### src/gkf_pkg.sv
`timescale 1ns / 1ps
// Shared types, constants and arithmetic helpers of the Gauss-Kruger forward core.
// Used by every module under src; depends on nothing.
package gkf_pkg;

	localparam int WF = 30;

	typedef logic signed [63:0] word_t;

	localparam word_t LIM = 64'sh4000_0000_0000_0000;
	localparam word_t ONE_Q30 = 64'sh0000_0000_4000_0000;
	localparam word_t MERID_COEF = 64'sd63675584968;
	localparam longint unsigned DEG_DIV = 64'd5729577951;

	localparam word_t NORTH_LO = -64'sd11000000000;
	localparam word_t NORTH_HI = 64'sd11000000000;
	localparam word_t EAST_LO = -64'sd20000000000;
	localparam word_t EAST_HI = 64'sd90000000000;

	localparam int NORTH_W = 35;
	localparam int EAST_W = 38;

	// x series cubics P0..P4, then y series cubics Q0..Q3; coefficients in 1e-4 m
	localparam word_t XP [5][4] = '{
		'{64'sd160028900, 64'sd669607, 64'sd3515, 64'sd0},
		'{64'sd15945612500, 64'sd53365350, 64'sd267900, 64'sd1490},
		'{64'sd6724834000, -64'sd8112199000, 64'sd54200000, -64'sd106000},
		'{64'sd2781940000, -64'sd8301740000, 64'sd5724340000, -64'sd160100000},
		'{64'sd1095000000, -64'sd5747000000, 64'sd8637000000, -64'sd3986000000}
	};

	localparam word_t YQ [4][4] = '{
		'{64'sd63782450000, 64'sd213461415, 64'sd1071590, 64'sd5977},
		'{64'sd10702041600, -64'sd21368266600, 64'sd179800, -64'sd119900},
		'{64'sd2708060000, -64'sd15234170000, 64'sd13276450000, -64'sd217010000},
		'{64'sd796900000, -64'sd8661900000, 64'sd17303600000, -64'sd9454600000}
	};

	// Taylor term divisors: (2k)(2k+1) for sine, (2k-1)(2k) for cosine
	localparam int SIN_DIV [9] = '{6, 20, 42, 72, 110, 156, 210, 272, 342};
	localparam int COS_DIV [9] = '{2, 12, 30, 56, 90, 132, 182, 240, 306};

	typedef word_t cm_tab_t [64];

	typedef struct packed {
		word_t lat;
		word_t lon_off;
		word_t prefix;
	} pt_t;

	// central meridian of zone n in Q30, evaluated at elaboration
	function automatic cm_tab_t cm_table();
		cm_tab_t tab;
		longint d;
		longint unsigned m, a, q1, r, q;
		for (int n = 0; n < 64; n++) begin
			d = 6 * longint'(n) - 3;
			m = (d < 0) ? longint'(-d) : d;
			a = m * 64'd390625 * 64'd16384;
			q1 = a / DEG_DIV;
			r = a % DEG_DIV;
			q = (q1 << 24) + ((r << 24) / DEG_DIV);
			tab[n] = (d < 0) ? -word_t'(q) : word_t'(q);
		end
		return tab;
	endfunction

	localparam cm_tab_t CM_TAB = cm_table();

	function automatic word_t poly_coef(input int i, input int j);
		if (i < 5) begin
			return XP[i][j];
		end else begin
			return YQ[i-5][j];
		end
	endfunction

	function automatic word_t clamp_lim(input word_t v);
		if (v > LIM) begin
			return LIM;
		end else if (v < -LIM) begin
			return -LIM;
		end
		return v;
	endfunction

	function automatic word_t sat_add(input word_t a, input word_t b);
		return clamp_lim(clamp_lim(a) + clamp_lim(b));
	endfunction

endpackage

### src/gkf_queue.sv
`timescale 1ns / 1ps
// Four-entry queue of converted points between the front end and the datapath.
// Uses gkf_pkg.
module gkf_queue import gkf_pkg::*; (
	input  logic clk,
	input  logic arst_n,
	input  logic push_valid,
	output logic push_ready,
	input  pt_t  push_data,
	output logic pop_valid,
	input  logic pop,
	output pt_t  pop_data
);

	localparam int DEPTH = 4;
	localparam int AW = $clog2(DEPTH);

	pt_t mem_q [DEPTH];
	logic [AW-1:0] wr_q, rd_q;
	logic [AW:0] cnt_q;
	logic push;

	assign push_ready = cnt_q != (AW+1)'(DEPTH);
	assign pop_valid = cnt_q != '0;
	assign push = push_valid && push_ready;
	assign pop_data = mem_q[rd_q];

	always_ff @(posedge clk) begin
		if (push) begin
			mem_q[wr_q] <= push_data;
		end
	end

	always_ff @(posedge clk or negedge arst_n) begin
		if (!arst_n) begin
			wr_q <= '0;
			rd_q <= '0;
			cnt_q <= '0;
		end else begin
			if (push) begin
				wr_q <= wr_q + 1'b1;
			end
			if (pop) begin
				rd_q <= rd_q + 1'b1;
			end
			if (push && !pop) begin
				cnt_q <= cnt_q + 1'b1;
			end else if (pop && !push) begin
				cnt_q <= cnt_q - 1'b1;
			end
		end
	end

	a_no_underflow: assert property (@(posedge clk) disable iff (!arst_n)
		pop |-> cnt_q != '0) else $error("queue popped while empty");

	a_bounded: assert property (@(posedge clk) disable iff (!arst_n)
		cnt_q <= (AW+1)'(DEPTH)) else $error("queue count beyond depth");

	a_fill: assert property (@(posedge clk) disable iff (!arst_n)
		(push && !pop) |=> cnt_q == $past(cnt_q) + 1'b1) else $error("queue lost a transfer");

endmodule

### config.mk
export PLATFORM = sky130hd
export DESIGN_NAME = gkf_queue
export DESIGN_NICKNAME = d
export VERILOG_FILES = /design/src/gkf_pkg.sv /design/src/gkf_queue.sv
export SDC_FILE = /design/constraint.sdc
export NUM_CORES = 1
export LEC_CHECK = 0
export BUFFER_PORTS_ARGS = -buffer_cell sky130_fd_sc_hd__buf_4
export CORE_MARGIN = 2
export CORE_UTILIZATION = 40
export CTS_BUF_LIST = sky130_fd_sc_hd__clkbuf_8
export DETAILED_ROUTE_END_ITERATION = 6
export PLACE_DENSITY = 0.7
export SLEW_MARGIN = 10
export SYNTH_ARGS = -nofsm -noshare
export SYNTH_HDL_FRONTEND = slang
export SYNTH_SLANG_ARGS = --single-unit
### constraint.sdc
create_clock -name clk -period 8.8 [get_ports clk]
set_clock_uncertainty 0.15 [all_clocks]
set_input_delay 0.88 -clock clk [delete_from_list [all_inputs] [get_ports clk]]
set_output_delay 0.88 -clock clk [all_outputs]
set_load 0.1 [all_outputs]
==> metrics.md <==
| Metric | Value |
|---|---|
| Outcome | `finished clean` |
| Global-route total usage across every layer | `14.89%` |
| Number of setup violations in the final report | `0` |
| Worst slack on hold paths | `0.2014 ns` |
| Die height | `269.2 um` |
| Number of antenna violations at the first check in global routing | `3` |
| Register-to-Register Path Depth | `5` |
| Number of max-slew violations in the final report | `0` |
| DR iter-0 viols | `992` |
| TritonCTS buffer count | `118` |
| Post-detailed-routing wire length | `54,400 um` |
| Category of cells accounting for the largest share of critical-path delay | `buffers and inverters` |
| Estimated wirelength of the detail-placed design | `33,170 um` |
| Final setup margin | `4.095 ns` |
| Sum of negative setup slack | `0 ns` |
| Number of maximum-capacitance constraint violations | `0` |
| Number of nets in the layout | `1,723` |
| Critical Path AT | `3.67 ns` |
| Routability cong. | `0.7501` |
| Final period utilization | `53.46%` |
| Hold path start | `push_data[127]` |
| Initial Utilization | `40.30%` |
| Sequential Area | `23,240 um^2` |
| Total iterations of the first detailed-routing run | `5` |
| Yosys reg bits | `775` |
| RSZ-0062 raised after global routing | `no` |
| Routed WL per cell | `21.26 um` |
| Destination of the worst register-to-register timing path | `mem_q[2][47]` |
| Number of buffers and inverters on the critical path | `2` |
| FMAX | `212.6 MHz` |
| Input/output buffers | `389` |
| Number of hold-slack violations in the final timing report | `0` |
| Most common cell after layout, fill and taps aside | `edfxtp_1` |
| Relative area change from synthesis to final layout | `21.65%` |
| Gate count after technology mapping | `1,038` |
| Worst setup path endpoint | `pop_data[25]` |
| Path category of the worst min-delay check | `in2reg` |
| Cell seen most often among critical-path stages | `buf_4` |
| # fillers | `5,494` |
| Combined area of all synthesized cells | `28,120 um^2` |
| Via density | `4.970` |
| Maximum number of buffers from clock root to sink | `3` |
| Buffer type at the clock tree root | `clkbuf_8` |
| Layout cells sized above 1 | `46.17%` |
| Critical path depth in cells | `3` |
| Die outline width | `269.2 um` |
| Vias in the first global route | `13.76k` |
| Clock insertion delay at the later pin of the skew report | `0.69 ns` |
| Commonest cells after routing, fill and taps aside | `edfxtp_1, buf_4, mux4_2` |
| Number of top-level pins | `390` |
| Crit Path Max Fanout | `49` |
| Congestion Overflow GR | `0` |
| Worst setup EP type | `output pin` |
| Max transition margin | `24.58%` |
| Clock-pin transition on the worst setup and hold timing paths | `0.06 ns` |
| Shortest clock period the worst path allows after layout | `4.705 ns` |
| DRC violations left | `0` |
| Kind of start point of the critical path | `flip-flop` |
| Post-Synthesis Net Count | `1,240` |
| CP required | `7.77 ns` |
| Yosys warning total | `0` |
| Area of combinational cells with multiple inputs | `4549 um^2` |
| Category of the most critical setup path | `reg2out` |
| Total core area | `69,790 um^2` |
| Number of H-tree levels | `3` |
| Cell breakdown of the critical path | `buf_4, mux4_2, buf_4` |
| Via total after detailed routing | `12.72k` |
| Worst-case setup slack after placement | `4.716 ns` |
| Clock sink total | `775` |
| Worst Setup SP | `rd_q[0]` |
| Global-route wire length before repair | `82,430 um` |
| Transition time at the pin with the least slew margin | `1.131 ns` |
| Count of standard-cell rows | `97` |
| Max incr delay on CP | `1.06 ns` |
| Slowest cell on the critical path | `dfrtp_4` |
| Setup slack, reg-to-reg | `5.32 ns` |
| Maximum number of pins on one net before global-route repair | `99` |
| Floorplan die area | `72,440 um^2` |
| CTS tree | `done` |
| Post-synth cell types | `19` |
| Number of nets with antenna violations after routing | `0` |
| Syn_area_per_cell | `27.09 um^2` |
| Worst r2r src | `cnt_q[0]` |
| Sequential-to-total area share from yosys stat | `82.63%` |
[cell usage after synthesis]
master / instances / area share, %
buf_1: 2 / 0.027
nand2_1: 2 / 0.027
buf_2: 19 / 0.34
mux2_2: 2 / 0.080
buf_4: 1 / 0.027
inv_1: 4 / 0.053
nor2_1: 2 / 0.027
or3_1: 1 / 0.022
clkbuf_1: 2 / 0.027
xnor2_1: 3 / 0.093
ha_1: 5 / 0.22
xor2_1: 3 / 0.093
buf_6: 19 / 0.76
dfrtp_1: 7 / 0.62
fa_1: 1 / 0.071
a21boi_2: 1 / 0.040
and2_1: 4 / 0.089
edfxtp_1: 768 / 82
mux4_2: 192 / 15
[cell families after synthesis]
| group | count (synthesis) | synth area share, % |
|---|---|---|
| flip-flops | 775 | 82.63 |
| multiplexers | 194 | 15.46 |
| buffers and inverters | 47 | 1.232 |
| AND/OR/NAND/NOR | 9 | 0.1646 |
| XOR/XNOR | 6 | 0.1869 |
| adder cells (fa/ha/maj) | 6 | 0.2936 |
| AO/OA/AOI/OAI | 1 | 0.04004 |
[worst reg2reg max path, delay by kind of cell, from the launching register on]
family                 cells  cell delay, ns
buffers and inverters      2            1.43
and+or+nand+nor            2            0.68
DFF                        1            0.44
AOI/OAI and AO/OA          1            0.34
[layer usage]
layer  part of all wire (%)  vias to the layer above  wire length (um)  global-route usage, %
met4                    2.4                        2              1305                  5.101
met1                     39                     6648             21140                  18.71
met2                     49                      473             26910                  23.99
met5                  0.024                        -                13                      0
met3                    9.3                      100              5037                  5.441
li1                       -                     5495                 -                      -
[flip-flops by register name (all words and copies together) (netlist names)]
name   flops
cnt_q      3
mem_q    768
rd_q       2
wr_q       2
[what timing repair did]
| item | in CTS | in global routing |
|---|---|---|
| endpoints found under the hold margin | 7 | 0 |
| buffers inserted | 0 | 0 |
| hold buffers | 1 | 0 |
| gates resized for setup | 0 | 0 |
[metrics by stage]
stage / cell area, um^2 / util, % / instances
after detailed placement: 32040 / 45.91 / 2340
final: 34210 / 49.02 / 2559
after CTS: 34210 / 49.02 / 2558
after global routing: 34210 / 49.02 / 2558
after global placement: 32040 / 45.91 / 2340
after floorplan: 28120 / - / 1038
[final cells by class]
class | count | area share (%)
Multi-Input combinational cell | 216 | 13.30
Clock buffer | 118 | 4.747
Tap cell | 940 | 3.438
Clock inverter | 99 | 1.569
Antenna cell | 1 | 0.007314
Sequential cell | 775 | 67.94
Timing Repair Buffer | 406 | 8.953
Inverter | 4 | 0.04389
[how the worst min path moves through the flow]
stage / to / slack [ns] / depth (start not counted)
global placement: cnt_q[2] / 0.37 / 1
CTS: mem_q[0][66] / 0.1 / 1
floorplan: cnt_q[2] / 0.34 / 1
detailed placement: cnt_q[2] / 0.38 / 1
finish: mem_q[3][127] / 0.20 / 1
global route: mem_q[0][147] / 0.12 / 1
Power is not shown: default switching activity piles up to over one toggle a cycle in this logic, so the estimate is an artifact.
