===== src/gkf_pkg.sv =====
`timescale 1ns / 1ps
// Shared types, constants and arithmetic helpers of the Gauss-Kruger forward core.
// Used by every module under src; depends on nothing.
package gkf_pkg;

	localparam int WF = 30;

	typedef logic signed [63:0] word_t;

	localparam word_t LIM = 64'sh4000_0000_0000_0000;
	localparam word_t ONE_Q30 = 64'sh0000_0000_4000_0000;
	localparam word_t MERID_COEF = 64'sd63675584968;
	localparam longint unsigned DEG_DIV = 64'd5729577951;

	localparam word_t NORTH_LO = -64'sd11000000000;
	localparam word_t NORTH_HI = 64'sd11000000000;
	localparam word_t EAST_LO = -64'sd20000000000;
	localparam word_t EAST_HI = 64'sd90000000000;

	localparam int NORTH_W = 35;
	localparam int EAST_W = 38;

	// x series cubics P0..P4, then y series cubics Q0..Q3; coefficients in 1e-4 m
	localparam word_t XP [5][4] = '{
		'{64'sd160028900, 64'sd669607, 64'sd3515, 64'sd0},
		'{64'sd15945612500, 64'sd53365350, 64'sd267900, 64'sd1490},
		'{64'sd6724834000, -64'sd8112199000, 64'sd54200000, -64'sd106000},
		'{64'sd2781940000, -64'sd8301740000, 64'sd5724340000, -64'sd160100000},
		'{64'sd1095000000, -64'sd5747000000, 64'sd8637000000, -64'sd3986000000}
	};

	localparam word_t YQ [4][4] = '{
		'{64'sd63782450000, 64'sd213461415, 64'sd1071590, 64'sd5977},
		'{64'sd10702041600, -64'sd21368266600, 64'sd179800, -64'sd119900},
		'{64'sd2708060000, -64'sd15234170000, 64'sd13276450000, -64'sd217010000},
		'{64'sd796900000, -64'sd8661900000, 64'sd17303600000, -64'sd9454600000}
	};

	// Taylor term divisors: (2k)(2k+1) for sine, (2k-1)(2k) for cosine
	localparam int SIN_DIV [9] = '{6, 20, 42, 72, 110, 156, 210, 272, 342};
	localparam int COS_DIV [9] = '{2, 12, 30, 56, 90, 132, 182, 240, 306};

	typedef word_t cm_tab_t [64];

	typedef struct packed {
		word_t lat;
		word_t lon_off;
		word_t prefix;
	} pt_t;

	// central meridian of zone n in Q30, evaluated at elaboration
	function automatic cm_tab_t cm_table();
		cm_tab_t tab;
		longint d;
		longint unsigned m, a, q1, r, q;
		for (int n = 0; n < 64; n++) begin
			d = 6 * longint'(n) - 3;
			m = (d < 0) ? longint'(-d) : d;
			a = m * 64'd390625 * 64'd16384;
			q1 = a / DEG_DIV;
			r = a % DEG_DIV;
			q = (q1 << 24) + ((r << 24) / DEG_DIV);
			tab[n] = (d < 0) ? -word_t'(q) : word_t'(q);
		end
		return tab;
	endfunction

	localparam cm_tab_t CM_TAB = cm_table();

	function automatic word_t poly_coef(input int i, input int j);
		if (i < 5) begin
			return XP[i][j];
		end else begin
			return YQ[i-5][j];
		end
	endfunction

	function automatic word_t clamp_lim(input word_t v);
		if (v > LIM) begin
			return LIM;
		end else if (v < -LIM) begin
			return -LIM;
		end
		return v;
	endfunction

	function automatic word_t sat_add(input word_t a, input word_t b);
		return clamp_lim(clamp_lim(a) + clamp_lim(b));
	endfunction

endpackage


===== src/gkf_front.sv =====
`timescale 1ns / 1ps
// Front end: takes a point, converts angles to Q30, forms the meridian offset and prefix.
// Uses gkf_pkg.
module gkf_front import gkf_pkg::*; #(
	parameter int ANGLE_FRAC_BITS = 29
) (
	input  logic        clk,
	input  logic        arst_n,
	input  logic        in_valid,
	output logic        in_ready,
	input  logic [71:0] in_data,
	output logic        push_valid,
	input  logic        push_ready,
	output pt_t         push_data
);

	logic vld_q;
	pt_t pt_q;
	word_t lat_x, lon_x, lat_w, lon_w;
	logic [5:0] zone;

	assign lat_x = {{33{in_data[30]}}, in_data[30:0]};
	assign lon_x = {{32{in_data[62]}}, in_data[62:31]};
	assign zone = in_data[68:63];

	if (ANGLE_FRAC_BITS >= WF) begin : g_dn
		assign lat_w = lat_x >>> (ANGLE_FRAC_BITS - WF);
		assign lon_w = lon_x >>> (ANGLE_FRAC_BITS - WF);
	end else begin : g_up
		assign lat_w = lat_x <<< (WF - ANGLE_FRAC_BITS);
		assign lon_w = lon_x <<< (WF - ANGLE_FRAC_BITS);
	end

	assign in_ready = !vld_q || push_ready;
	assign push_valid = vld_q;
	assign push_data = pt_q;

	always_ff @(posedge clk or negedge arst_n) begin
		if (!arst_n) begin
			vld_q <= 1'b0;
		end else if (in_ready) begin
			vld_q <= in_valid;
		end
	end

	always_ff @(posedge clk) begin
		if (in_valid && in_ready) begin
			pt_q.lat <= lat_w;
			pt_q.lon_off <= lon_w - CM_TAB[zone];
			pt_q.prefix <= (64'(zone) * 64'sd10 + 64'sd5) * 64'sd1000000000;
		end
	end

endmodule


===== config.mk =====
export PLATFORM = sky130hd
export DESIGN_NAME = gkf_front
export DESIGN_NICKNAME = d
export VERILOG_FILES = /design/src/gkf_pkg.sv /design/src/gkf_front.sv
export SDC_FILE = /design/constraint.sdc
export NUM_CORES = 1
export LEC_CHECK = 0
export ABC_AREA = 1
export BUFFER_PORTS_ARGS = -buffer_cell sky130_fd_sc_hd__clkbuf_2
export CORE_MARGIN = 2
export CORE_UTILIZATION = 55
export DETAILED_ROUTE_END_ITERATION = 8
export GPL_TIMING_DRIVEN = 0
export PLACE_DENSITY = 0.8
export SETUP_SLACK_MARGIN = 0.4
export SLEW_MARGIN = 20
export SYNTH_ARGS = -nofsm -noshare
export SYNTH_HDL_FRONTEND = slang
export SYNTH_SLANG_ARGS = --single-unit
export TNS_END_PERCENT = 1

===== constraint.sdc =====
create_clock -name clk -period 8.3 [get_ports clk]
set_input_delay 0.415 -clock clk [delete_from_list [all_inputs] [get_ports clk]]
set_output_delay 0.415 -clock clk [all_outputs]
set_load 0.02 [all_outputs]

==> flow_summary.toml, run 1 <==
[timing]
worst_pin_slew_ns = 0.964
finClkSkew_ns = 0.0181
post-route-min-period_ns = 7.29
rsz0062_at_grt = "false"
period_share_pct = 87.9
fin_ws_ns = 1.01
finalHoldViolCount = 0
report.final.slew_viol_count = 0
slew_headroom_pct = 35.7
max_clock_freq_mhz = 137
setup_violations = 0

[finish]
nNetsFinal = 2147
synthToLayoutAreaGrowth_pct = 19.1
fill_cells = 1944
final_cells = 2187
fin_util_pct = 66.4
drive_above_1_share_pct = 20.4
n_antenna_cell = 0

[critical_path]
cp.required_ns = 8.46
crit_path_max_fanout = 15
criticalPathCategory = "in -> reg"
worstPathArrival_ns = 7.46
r2r_setup_slack_ns = 6.28
start_kind = "primary input"
critical_path.endpoint_type = "register"

[detailed_routing]
drtAntennaViolNets = 0
wl_per_cell_microns = 17.6
wl_microns = 38600
avgViaCountPerCell = 5.45
route.detailed.drc = 0
via_count = 11900
firstDrtPassIters = 5
drtIter0Drc = 1176

[synthesis]
synth_area_per_cell_sq_um = 8.36
ys_types = 52
syn_inst = 1556
synth_edf_count = 126
ys_seq_area_share_pct = 29.3
ys_warn_count = 0
synth_seq_cells = 127
ys_async_sr_fraction_pct = 0.787
syn_area_sq_um = 13000
ys.flop_type = "edfxtp_1"

[global_route]
antenna_found_initial = 0
overflow = 0
grt_pass1_wl_microns = 58000
grt_pass1_vias = 11100
grt_max_degree = 34
grt.total_usage_pct = 30.4

[floorplanning]
fp-row-count = 56
initial_core_util_pct = 55.7
core_sq_um = 23300
die_w_microns = 158
pin_count = 270
die_height_microns = 158
die_area_sq_um = 24900

[clock_tree]
insertion_delay_ns = 0.42
postCtsSetupBuffers = 0
clkTransAtPathRegs_ns = 0.07
cts.sinks = 127
clk_path_buf_depth = 2
cts_tree = "yes"
htreeDepth = 4
cts-buffers-inserted = 17
clock-root-buffer = "clkbuf_16"

[hold_path]
min_path_type = "in -> reg"

[placed_design]
place_inst = 2154
dp_hpwl_microns = 31300
place.gp.congestion = 1.02
io_buffers = 232
dp_slack_ns = 0.646

[outcome]
status = "finished clean"

[flow_run]
drv_cap = 0
cells by family after synthesis:
logic type	after synthesis	share of synthesized area (%)
AND/OR/NAND/NOR	512	16.4
buffers and inverters	370	12.9
AO/OA/AOI/OAI	262	12.1
adder cells (fa/ha/maj)	216	24.8
flip-flops	127	29.3
XOR/XNOR	67	4.57
other	2	0.0577
cell usage in the layout, fill, tap and decap left out, types with 3 or more instances in the layout:
master	n
buf_4	67
clkbuf_16	17
nand3_1	68
o2111ai_1	5
xor2_1	45
o31ai_1	3
a21o_1	10
o21bai_1	4
a211oi_1	4
a221oi_1	5
nand2_1	258
a31oi_1	24
o21ai_2	3
inv_2	6
clkbuf_2	232
buf_16	6
ha_1	146
buf_1	7
nand3b_1	3
conb_1	43
inv_1	265
a21boi_0	3
edfxtp_1	126
o21ai_0	76
clkbuf_1	15
a21oi_1	81
inv_6	6
xnor2_1	21
o21ai_1	12
or2_2	4
inv_8	4
buf_6	3
nor3_1	14
nand4_1	5
nand2_2	9
fa_1	70
nor2_1	139
buf_2	7
o211ai_1	11
o221ai_1	9
worst max-delay path, stage by stage:
cell	delay, ns
clkbuf_2	0.39
ha_1	0.24
ha_1	0.17
inv_1	0.06
fa_1	0.41
xnor2_1	0.33
inv_1	0.07
nor2_1	0.08
nand3_1	0.18
xor2_1	0.67
inv_1	0.26
fa_1	0.54
fa_1	0.54
inv_1	0.05
fa_1	0.53
inv_1	0.05
fa_1	0.52
inv_1	0.04
ha_1	0.38
nand2_1	0.14
nor4_1	0.74
nand4_1	0.20
nand3_1	0.21
a21oi_1	0.10
xnor2_1	0.13
per-stage QoR:
step	hold slack [ns]	area (sq um)	TNS, ns
finish	0.174	15500	0
global route	0.164	15500	0
CTS	0.163	15500	0
detailed placement	0.191	14900	0
global placement	0.190	14700	-169.03
floorplan	0.119	13200	0
registers in the layout, summed over array words and instances (netlist names):
name,cells
push_data,126
push_valid,1
cell usage after synthesis, types with 10 or more instances:
| library cell | number | area share, % |
|---|---|---|
| xnor2_1 | 21 | 1.4 |
| a21o_1 | 10 | 0.58 |
| o211ai_1 | 11 | 0.63 |
| o21ai_1 | 12 | 0.46 |
| edfxtp_1 | 126 | 29 |
| nand2_1 | 258 | 7.4 |
| xor2_1 | 45 | 3.0 |
| a21oi_1 | 82 | 3.2 |
| inv_1 | 265 | 7.6 |
| nand3_1 | 68 | 2.6 |
| o21ai_0 | 76 | 2.9 |
| clkbuf_1 | 15 | 0.43 |
| buf_4 | 67 | 3.9 |
| nor3_1 | 14 | 0.54 |
| fa_1 | 70 | 11 |
| ha_1 | 146 | 14 |
| a31oi_1 | 24 | 1.2 |
| nor2_1 | 139 | 4.0 |
layer usage:
metal	routed length [microns]	track usage, %	part of all wire, %
met1	15500	39.5	40
met2	17700	49.8	46
met3	3590	5.17	9.3
met4	1810	13.9	4.7
met5	0	0	0
worst paths after layout:
| path | from | endpoint | depth (start not counted) |
|---|---|---|---|
| setup reg to reg | push_valid | push_data[87] | 5 |
| min in group asynchronous | arst_n | push_valid | 2 |
| hold reg to reg | push_valid | push_valid | 2 |
| max in group asynchronous | arst_n | push_valid | 2 |
| setup / recovery | in_data[63] | push_data[36] | 25 |
| hold / removal | in_data[22] | push_data[151] | 1 |
area by class of cell:
class,count,area [sq um],area share (%)
timing repair buffer,239,1340,8.62
clock buffer,17,425,2.75
clock inverter,15,164,1.06
multi-input combinational,1100,7690,49.6
buffer,99,654,4.22
sequential,127,3810,24.6
tap,319,399,2.58
inverter,271,1020,6.56
timing repair:
item | in CTS | in global routing
resized for setup | 0 | 0
hold endpoints to repair | 1 | 0
hold buffers | 1 | 0
Power of run 1 is not shown: default switching activity piles up to over one toggle a cycle in this logic, so the estimate is an artifact.
==> run 2, diff against run 1 <==
- CORE_MARGIN: 2 -> not set
- RECOVER_POWER: not set -> 50
==> run 2 against run 1 <==
Net effect:
- wire length rose by 2.5%
- register-to-register slack got worse by 0.78 ns
- sequential cell count did not move
- fmax rose by 3.0%
- non-clock buffer count unchanged
- utilization increased by 0.14 points
- via count is essentially flat
- global-route usage is 2.3 points higher
- final area is 1.6% lower
- setup slack improved by 0.21 ns
- die area shrank 2.5%
- critical path type unchanged
- largest cell class unchanged
- highest routed layer unchanged
==> flow_summary.toml, run 2 (synthesis gave the netlist of run 1 again) <==
[outcome]
status = "finished clean"

[floorplanning]
die_area_sq_um = 24300
pin_count = 270
core_sq_um = 22900
initial_core_util_pct = 56.8
die_height_microns = 156
die_w_microns = 156
fp-row-count = 55

[timing]
setup_violations = 0
rsz0062_at_grt = "false"
finalHoldViolCount = 0
slew_headroom_pct = 12.5
worst_pin_slew_ns = 1.31
period_share_pct = 85.3
post-route-min-period_ns = 7.08
timing.hold.ws_ns = 0.161
fin_setup_tns_ns = 0
report.final.slew_viol_count = 0
finClkSkew_ns = 0.0119
max_clock_freq_mhz = 141

[global_route]
grt_max_degree = 34
antenna_found_initial = 0
overflow = 0
grt.total_usage_pct = 32.7
grt_pass1_vias = 11300
grt_pass1_wl_microns = 60300

[finish]
final_cells = 2181
drive_above_1_share_pct = 13.3
mostFrequentLayoutCell = "inv_1"
synthToLayoutAreaGrowth_pct = 17.3
fin_area_sq_um = 15300
n_antenna_cell = 0
fill_cells = 1998
regArea_sq_um = 3810
layout_common_cells = "265 x inv_1, 258 x nand2_1, 146 x clkbuf_1, 146 x ha_1, 139 x nor2_1"
multi_input_area_sq_um = 7680
largest_reg_flops = 126
nNetsFinal = 2147

[clock_tree]
cts-buffers-inserted = 17
cts_tree = "yes"
cts.sinks = 127
htreeDepth = 4
post_cts_resized = 0
clock-root-buffer = "clkbuf_16"
clk_path_buf_depth = 2
insertion_delay_ns = 0.43
clkTransAtPathRegs_ns = 0.07
postCtsSetupBuffers = 0

[placed_design]
io_buffers = 232
dp_hpwl_microns = 32500
placed_cell_area_sq_um = 14900
place.gp.congestion = 1.00
place_inst = 2148

[hold_path]
min_path_type = "in -> reg"

[detailed_routing]
avgViaCountPerCell = 5.47
route.detailed.drc = 0
drtAntennaViolNets = 0
wl_microns = 39500
firstDrtPassIters = 6
via_count = 11900
wl_per_cell_microns = 18.1
drtIter0Drc = 1122

[critical_path]
worstPathArrival_ns = 7.27
critical_path.endpoint_type = "register"
start_kind = "primary input"
crit_path_max_fanout = 15
cp.required_ns = 8.49
criticalPathCategory = "in -> reg"

[flow_run]
drv_cap = 0
[run 2: metal layers]
layer	global-route usage [%]	share of wire [%]
met1	42.2	42
met2	54.3	46
met3	5.61	8.1
met4	13.7	3.9
met5	0	0
[run 2: per-stage QoR]
stage               worst slack (ns)  utilization (%)
floorplan                       1.06                -
global placement               -1.35             64.2
detailed placement             0.803             65.0
CTS                             1.23             67.6
global route                   0.800             66.6
finish                          1.22             66.6
[run 2: area by class of cell]
type                       count  share of cell area (%)
buffer                        99                    4.29
clock buffer                  17                    2.79
clock inverter                15                    1.12
inverter                     271                    6.67
multi-input combinational   1100                    50.4
sequential                   127                    25.0
tap                          313                    2.57
timing repair buffer         239                    7.24
[run 2: worst paths after layout]
check	start	end	slack (ns)	depth (start not counted)
max	in_data[63]	push_data[36]	1.22	25
max reg2reg	push_valid	push_data[95]	5.50	3
max in group asynchronous	arst_n	push_valid	7.90	2
min reg2reg	push_valid	push_valid	0.57	2
min	in_data[18]	push_data[147]	0.16	1
min in group asynchronous	arst_n	push_valid	0.32	2
[run 2: repair_timing]
action                     4_1_cts  5_1_grt
setup endpoints to repair        0        0
hold buffers                     1        0
hold endpoints to repair         1        0
[run 2: critical path, cell delays in order]
cell	delay, ns
clkbuf_2	0.40
ha_1	0.25
ha_1	0.17
inv_1	0.05
fa_1	0.42
xnor2_1	0.30
inv_1	0.07
nor2_1	0.08
nand3_1	0.15
xor2_1	0.63
inv_1	0.25
fa_1	0.54
fa_1	0.55
inv_1	0.06
fa_1	0.52
inv_1	0.06
fa_1	0.53
inv_1	0.04
ha_1	0.38
nand2_1	0.15
nor4_1	0.63
nand4_1	0.19
nand3_1	0.19
a21oi_1	0.10
xnor2_1	0.13
Power of run 2 is left out for the same reason.
==> run 3, diff against run 2 <==
- RECOVER_POWER: 50 -> 25
==> run 3 against run 2 <==
Net effect:
- critical endpoint unchanged
- wire length about the same
- the run now ends with max-capacitance violations, max-slew violations left
- largest cell class unchanged
- register-to-register slack improved by 0.17 ns
- non-clock buffer count is the same
- sequential share of layout area down 0.25 points
- hold slack worse by 0.0034 ns
==> flow_summary.toml, run 3 (synthesis gave the netlist of run 1 again) <==
[floorplanning]
pin_count = 270
die_w_microns = 156
initial_core_util_pct = 56.8
fp-row-count = 55
core_sq_um = 22900
die_height_microns = 156
die_area_sq_um = 24300

[global_route]
overflow = 0
grt_max_degree = 34
grt_pass1_vias = 11300
antenna_found_initial = 0
grt.total_usage_pct = 32.7
grt_pass1_wl_microns = 60300

[critical_path]
worstPathArrival_ns = 7.27
r2r_end = "push_data[154]"
rr_worst_depth = 4
critPathCapture = "push_data[36]"
crit_start = "in_data[63]"
criticalPathCategory = "in -> reg"
critical_path.endpoint_type = "register"
r2r_setup_slack_ns = 5.67
crit_path_max_fanout = 15
start_kind = "primary input"
cp.required_ns = 8.49
worstReg2RegStart = "push_valid"

[timing]
finClkSkew_ns = 0.0132
rsz0062_at_grt = "false"
slew_headroom_pct = -12.5
timing.hold.ws_ns = 0.157
finalHoldViolCount = 0
worst_pin_slew_ns = 1.69
post-route-min-period_ns = 7.08
period_share_pct = 85.3
max_clock_freq_mhz = 141
report.final.slew_viol_count = 10
setup_violations = 0

[finish]
drive_above_1_share_pct = 17.1
regArea_sq_um = 3810
fill_cells = 1952
layout_common_cells = "265 x inv_1, 258 x nand2_1, 171 x clkbuf_2"
n_antenna_cell = 0
nNetsFinal = 2147
synthToLayoutAreaGrowth_pct = 18.5
mostFrequentLayoutCell = "inv_1"
fin_area_sq_um = 15400
fin_util_pct = 67.2
multi_input_area_sq_um = 7680
largest_reg_flops = 126

[outcome]
violations = "max-capacitance violations, max-slew violations"
status = "finished, violations left"

[clock_tree]
cts.sinks = 127
clk_path_buf_depth = 2
insertion_delay_ns = 0.44
htreeDepth = 4
post_cts_resized = 0
postCtsSetupBuffers = 0
clock-root-buffer = "clkbuf_16"
cts-buffers-inserted = 17
clkTransAtPathRegs_ns = 0.07
cts_tree = "yes"

[flow_run]
drv_cap = 1

[hold_path]
min_path_type = "in -> reg"

[placed_design]
place.gp.congestion = 1.00
placed_cell_area_sq_um = 14900
dp_hpwl_microns = 32500
io_buffers = 232

[detailed_routing]
via_count = 11900
wl_microns = 39500
wl_per_cell_microns = 18.1
route.detailed.drc = 0
drtIter0Drc = 1058
drtAntennaViolNets = 0
firstDrtPassIters = 5
avgViaCountPerCell = 5.47
run 3: cell count changes in the layout (fill, tap and decap cells not counted):
| cell | before | now |
|---|---|---|
| buf_16 | 3 | 6 |
| clkbuf_1 | 146 | 76 |
| clkbuf_2 | 104 | 171 |
run 3: worst max-delay path, cell delays in order:
cell	delay [ns]
clkbuf_2	0.39
ha_1	0.25
ha_1	0.17
inv_1	0.05
fa_1	0.42
xnor2_1	0.30
inv_1	0.07
nor2_1	0.08
nand3_1	0.15
xor2_1	0.63
inv_1	0.25
fa_1	0.54
fa_1	0.55
inv_1	0.06
fa_1	0.52
inv_1	0.06
fa_1	0.53
inv_1	0.04
ha_1	0.38
nand2_1	0.15
nor4_1	0.64
nand4_1	0.19
nand3_1	0.19
a21oi_1	0.10
xnor2_1	0.13
run 3: what timing repair did:
action / in CTS / in global routing
setup endpoints to repair: 0 / 0
hold buffers: 1 / 0
hold endpoints to repair: 1 / 0
run 3: stage by stage:
stage | TNS, ns | worst slack, ns | std cells
floorplan | 0 | 1.06 | 1597
global placement | -168.85 | -1.35 | 2142
detailed placement | 0 | 0.803 | 2148
CTS | 0 | 1.23 | 2181
global route | 0 | 0.800 | 2181
finish | 0 | 1.22 | 2181
run 3: worst min-delay path by stage:
stage,startpoint,depth (start not counted),end,slack (ns)
global route,in_data[18],1,push_data[147],0.15
CTS,in_data[16],1,push_data[145],0.15
finish,in_data[18],1,push_data[147],0.16
floorplan,arst_n,0,push_valid,0.12
global placement,arst_n,1,push_valid,0.19
detailed placement,arst_n,1,push_valid,0.19
run 3: cell type report:
type	count	area share [%]
timing repair buffer	239	8.18
inverter	271	6.60
clock buffer	17	2.76
tap	313	2.54
multi-input combinational	1100	49.8
buffer	99	4.25
clock inverter	15	1.10
sequential	127	24.7
run 3: routing by layer:
metal	GRT usage (%)	routed length (microns)
met4	13.7	1390
met3	5.61	3340
met2	54.3	18400
met1	42.2	16300
met5	0	0
Power of run 3 is left out for the same reason.
